`src/design/vhrc_ram.sv`:
```
module vhrc_ram #(
  parameter int WIDTH = 8,
  parameter int DEPTH = 16
) (
  input  logic                     clk,
  input  logic                     we,
  input  logic [$clog2(DEPTH)-1:0] waddr,
  input  logic [WIDTH-1:0]         wdata,
  input  logic [$clog2(DEPTH)-1:0] raddr,
  output logic [WIDTH-1:0]         rdata
);

  logic [WIDTH-1:0] mem [DEPTH];

  always_ff @(posedge clk) begin
    if (we) begin
      mem[waddr] <= wdata;
    end
    rdata <= mem[raddr];
  end

endmodule

```
`config.mk`:
```
export PLATFORM = sky130hd
export DESIGN_NAME = vhrc_ram
export DESIGN_NICKNAME = d
export VERILOG_FILES = /design/src/design/vhrc_ram.sv
export SDC_FILE = /design/constraint.sdc
export NUM_CORES = 1
export LEC_CHECK = 0
export BUFFER_PORTS_ARGS = -buffer_cell sky130_fd_sc_hd__clkbuf_2
export CORE_ASPECT_RATIO = 0.7
export CORE_MARGIN = 4
export CORE_UTILIZATION = 30
export CTS_BUF_LIST = sky130_fd_sc_hd__clkbuf_8
export CTS_CLUSTER_DIAMETER = 50
export DETAILED_ROUTE_END_ITERATION = 6
export HOLD_SLACK_MARGIN = 0.15
export SYNTH_ARGS = -nofsm -noshare
export SYNTH_HDL_FRONTEND = slang
export SYNTH_SLANG_ARGS = --single-unit
```
`constraint.sdc`:
```
create_clock -name clk -period 2.27 [get_ports clk]
set_clock_uncertainty 0.15 [all_clocks]
set_input_delay 0.454 -clock clk [delete_from_list [all_inputs] [get_ports clk]]
set_output_delay 0.454 -clock clk [all_outputs]
set_load 0.005 [all_outputs]
```
==> results.toml <==
[detailed_routing]
ant_nets = 0
wl_per_cell_um = 20.38
wl_met3_um = 1053
vias_per_cell = 4.738
drc = 0
wl_met1_um = 4821
routed_wl_um = 10740
drt_first_pass_iters = 4
drt_iter0_markers = 209
met2WireLength_um = 4761
vias = 2497
top_layer = "met4"

[setup_path]
path_cells = "clkbuf_2"
crit_required_ns = 1.67
worstReg2RegEnd = "rdata[7]$_DFF_P_"
worstPathArrival_ns = 0.99
slowest_stage = "dfxtp_1"
path_max_fanout = 1
critical_path.endpoint_type = "output pin"
critPathBufInv = 1
rrSetupSlack_ns = 0.76
crit_type = "register to output pin"
crit_family = "flip-flops"
worstSetupStartpointType = "register"
r2r-start = "mem[7][7]$_DFFE_PP_"
rr_worst_depth = 3
slowest_delay_ns = 0.41

[synth]
avgSynthCellArea_um2 = 22.48
synthArstFlopShare_pct = 0
syn_area_um2 = 5147
synth_seq_cells = 136
synth.top_cell.area_share_pct = 74.67
ys_types = 19
synth-seq-area-share_pct = 77.78
yosys-top-cells-area = "edfxtp_1 75%, mux4_2 7.9%, mux4_1 7.1%"
synth_top_cell_by_area = "edfxtp_1"
synth_edf_count = 128
netlist_instances = 229
yosysWarnings = 0
synthesis.nets = 247
synthFlopType = "edfxtp_1"

[clock_tree]
clk_pin_slew_ns = 0.08
cts_root_buf = "clkbuf_8"
clk_path_buf_depth = 2
postCtsHoldBufs = 0
cts_tree = "done"
h-tree-depth = 4
cts.sinks = 136
insertion_delay_ns = 0.44
cts_resized = 0
numCtsBuffers = 17
cts_setup_buffers = 0

[grt]
antenna_found_initial = 0
grt.overflow.total = 0
grt_pass1_vias = 2626
grt_max_degree = 20
grtUsageTotal_pct = 11.84
grt_first_pass_wirelength_um = 16480

[power]
p_per_area_nw_per_um2 = 872.7
switching_share_pct = 20.99
p_int_mw = 4.229
p_leak_nw = 2.054
ir_drop_mv = 0.3492
p_clk_share_pct = 42.3
p_comb_share_pct = 5.0
power_frac_seq_pct = 52.8
p_sw_mw = 1.123

[final_layout]
area_growth_syn_to_layout_pct = 19.15
antenna_cells = 0
fin_nets = 307
finalNonFillerCells = 527
drive_gt1_share_pct = 33.77

[worst_hold_path]
hold_end = "mem[12][0]$_DFFE_PP_"
hold_depth = 1
worstHoldStart = "wdata[0]"
hold_class = "primary input to register"

[sta]
tightest_slew_ns = 0.4868
final_max_slew_viol_count = 0
timing.final.ws_setup_ns = 0.6735
relSlewSlack_pct = 67.55
period_share_pct = 70.33
finalSetupViolCount = 0
post-route-min-period_ns = 1.597
setup_tns_ns = 0
hold_ws_ns = 0.2890
max_freq_ghz = 0.6264
timing_hold_violations_final = 0
rsz0062_at_grt = "false"

[placement]
post-place-ws_ns = 0.2051
dp_cells = 495
io_buffer_count = 25
place_hpwl_um = 7021
place.gp.congestion = 0.7525

[floorplanning]
die_x_um = 164.6
io_pins = 26
die_h_um = 117.6
initial_core_util_pct = 31.03
coreArea_um2 = 16590
dieArea_um2 = 19350
num_rows = 39

[job]
drv_cap = 0

[run_status]
outcome = "finished, final reports clean"
power groups by stage:
stage / clock [mW] / combinational [mW] / sequential (mW)
after floorplan: 0 / 0.143 / 2.87
after global placement: 0 / 0.266 / 2.88
after detailed placement: 0 / 0.271 / 2.88
after CTS: 2.31 / 0.273 / 2.82
after global routing: 2.44 / 0.292 / 2.83
final: 2.26 / 0.266 / 2.82
worst max path at each step:
stage	startpoint	end	slack, ns	cells past startpoint
after floorplan	waddr[2]	mem[0][0]$_DFFE_PP_	0.17	2
after global placement	raddr[0]	rdata[3]$_DFF_P_	0.20	5
after detailed placement	raddr[0]	rdata[3]$_DFF_P_	0.21	5
after CTS	rdata[6]$_DFF_P_	rdata[6]	0.65	1
after global routing	rdata[4]$_DFF_P_	rdata[4]	0.60	1
final	rdata[4]$_DFF_P_	rdata[4]	0.67	1
logic make-up (layout without fill, tap and decap cells):
kind of cell / after synthesis / count (layout) / share of synthesized area [%]
DFF: 136 / 136 / 77.78
and+or+nand+nor: 35 / 35 / 3.184
muxes: 32 / 32 / 15.02
AOI/OAI and AO/OA: 16 / 16 / 2.334
buffers and inverters: 10 / 83 / 1.677
routing by layer:
metal  vias up  global-route usage, %
met3        11                  3.885
met4         0                  4.519
li1       1089                      -
met1      1311                  17.60
met2        86                  15.97
met5         -                      0
flip-flops by register name, indices dropped and copies added (netlist names):
signal  count
mem       128
rdata       8
synthesized netlist by cell type, types with 2 or more instances:
master             n
edfxtp_1         128
mux4_2            18
a22oi_1           16
mux4_1            14
nor2_1            13
nand2_1            9
dfxtp_1            8
nor3_1             4
buf_2              3
buf_6              3
clkdlybuf4s25_2    3
nand2b_1           2
nand3b_1           2
metrics by stage:
stage                     utilization (%)  area (µm²)  power (mW)
final                               36.97        6133       5.352
after global routing                36.97        6133       5.556
after CTS                           36.97        6133       5.409
after detailed placement            34.21        5675       3.153
after global placement              34.21        5675       3.146
after floorplan                         -        5147       3.015
layout make-up:
cell class	instances	area [µm²]
Fill cell	1523	10460
Sequential cell	136	4004
Multi-Input combinational cell	83	1057
Timing Repair Buffer	51	332.8
Tap cell	225	281.5
Clock buffer	17	234.0
Clock inverter	15	224.0
placed cells by master (no fill, tap or decap):
master and instances:
buf_4 25, a22oi_1 16, clkinv_4 1, inv_6 2
mux4_2 18, bufinv_16 5, and2b_1 1, edfxtp_1 128
clkinv_2 2, nand3_1 1, mux4_1 14, buf_12 1
nand2_1 9, clkinvlp_4 5, dfxtp_1 8, clkbuf_2 25
nor3_1 4, or3b_2 1, nand3b_1 2, and2_1 1
clkbuf_8 17, nand2b_1 2, nor2_1 13, nor2b_1 1
No activity file was read; power rests on OpenSTA's default activity.
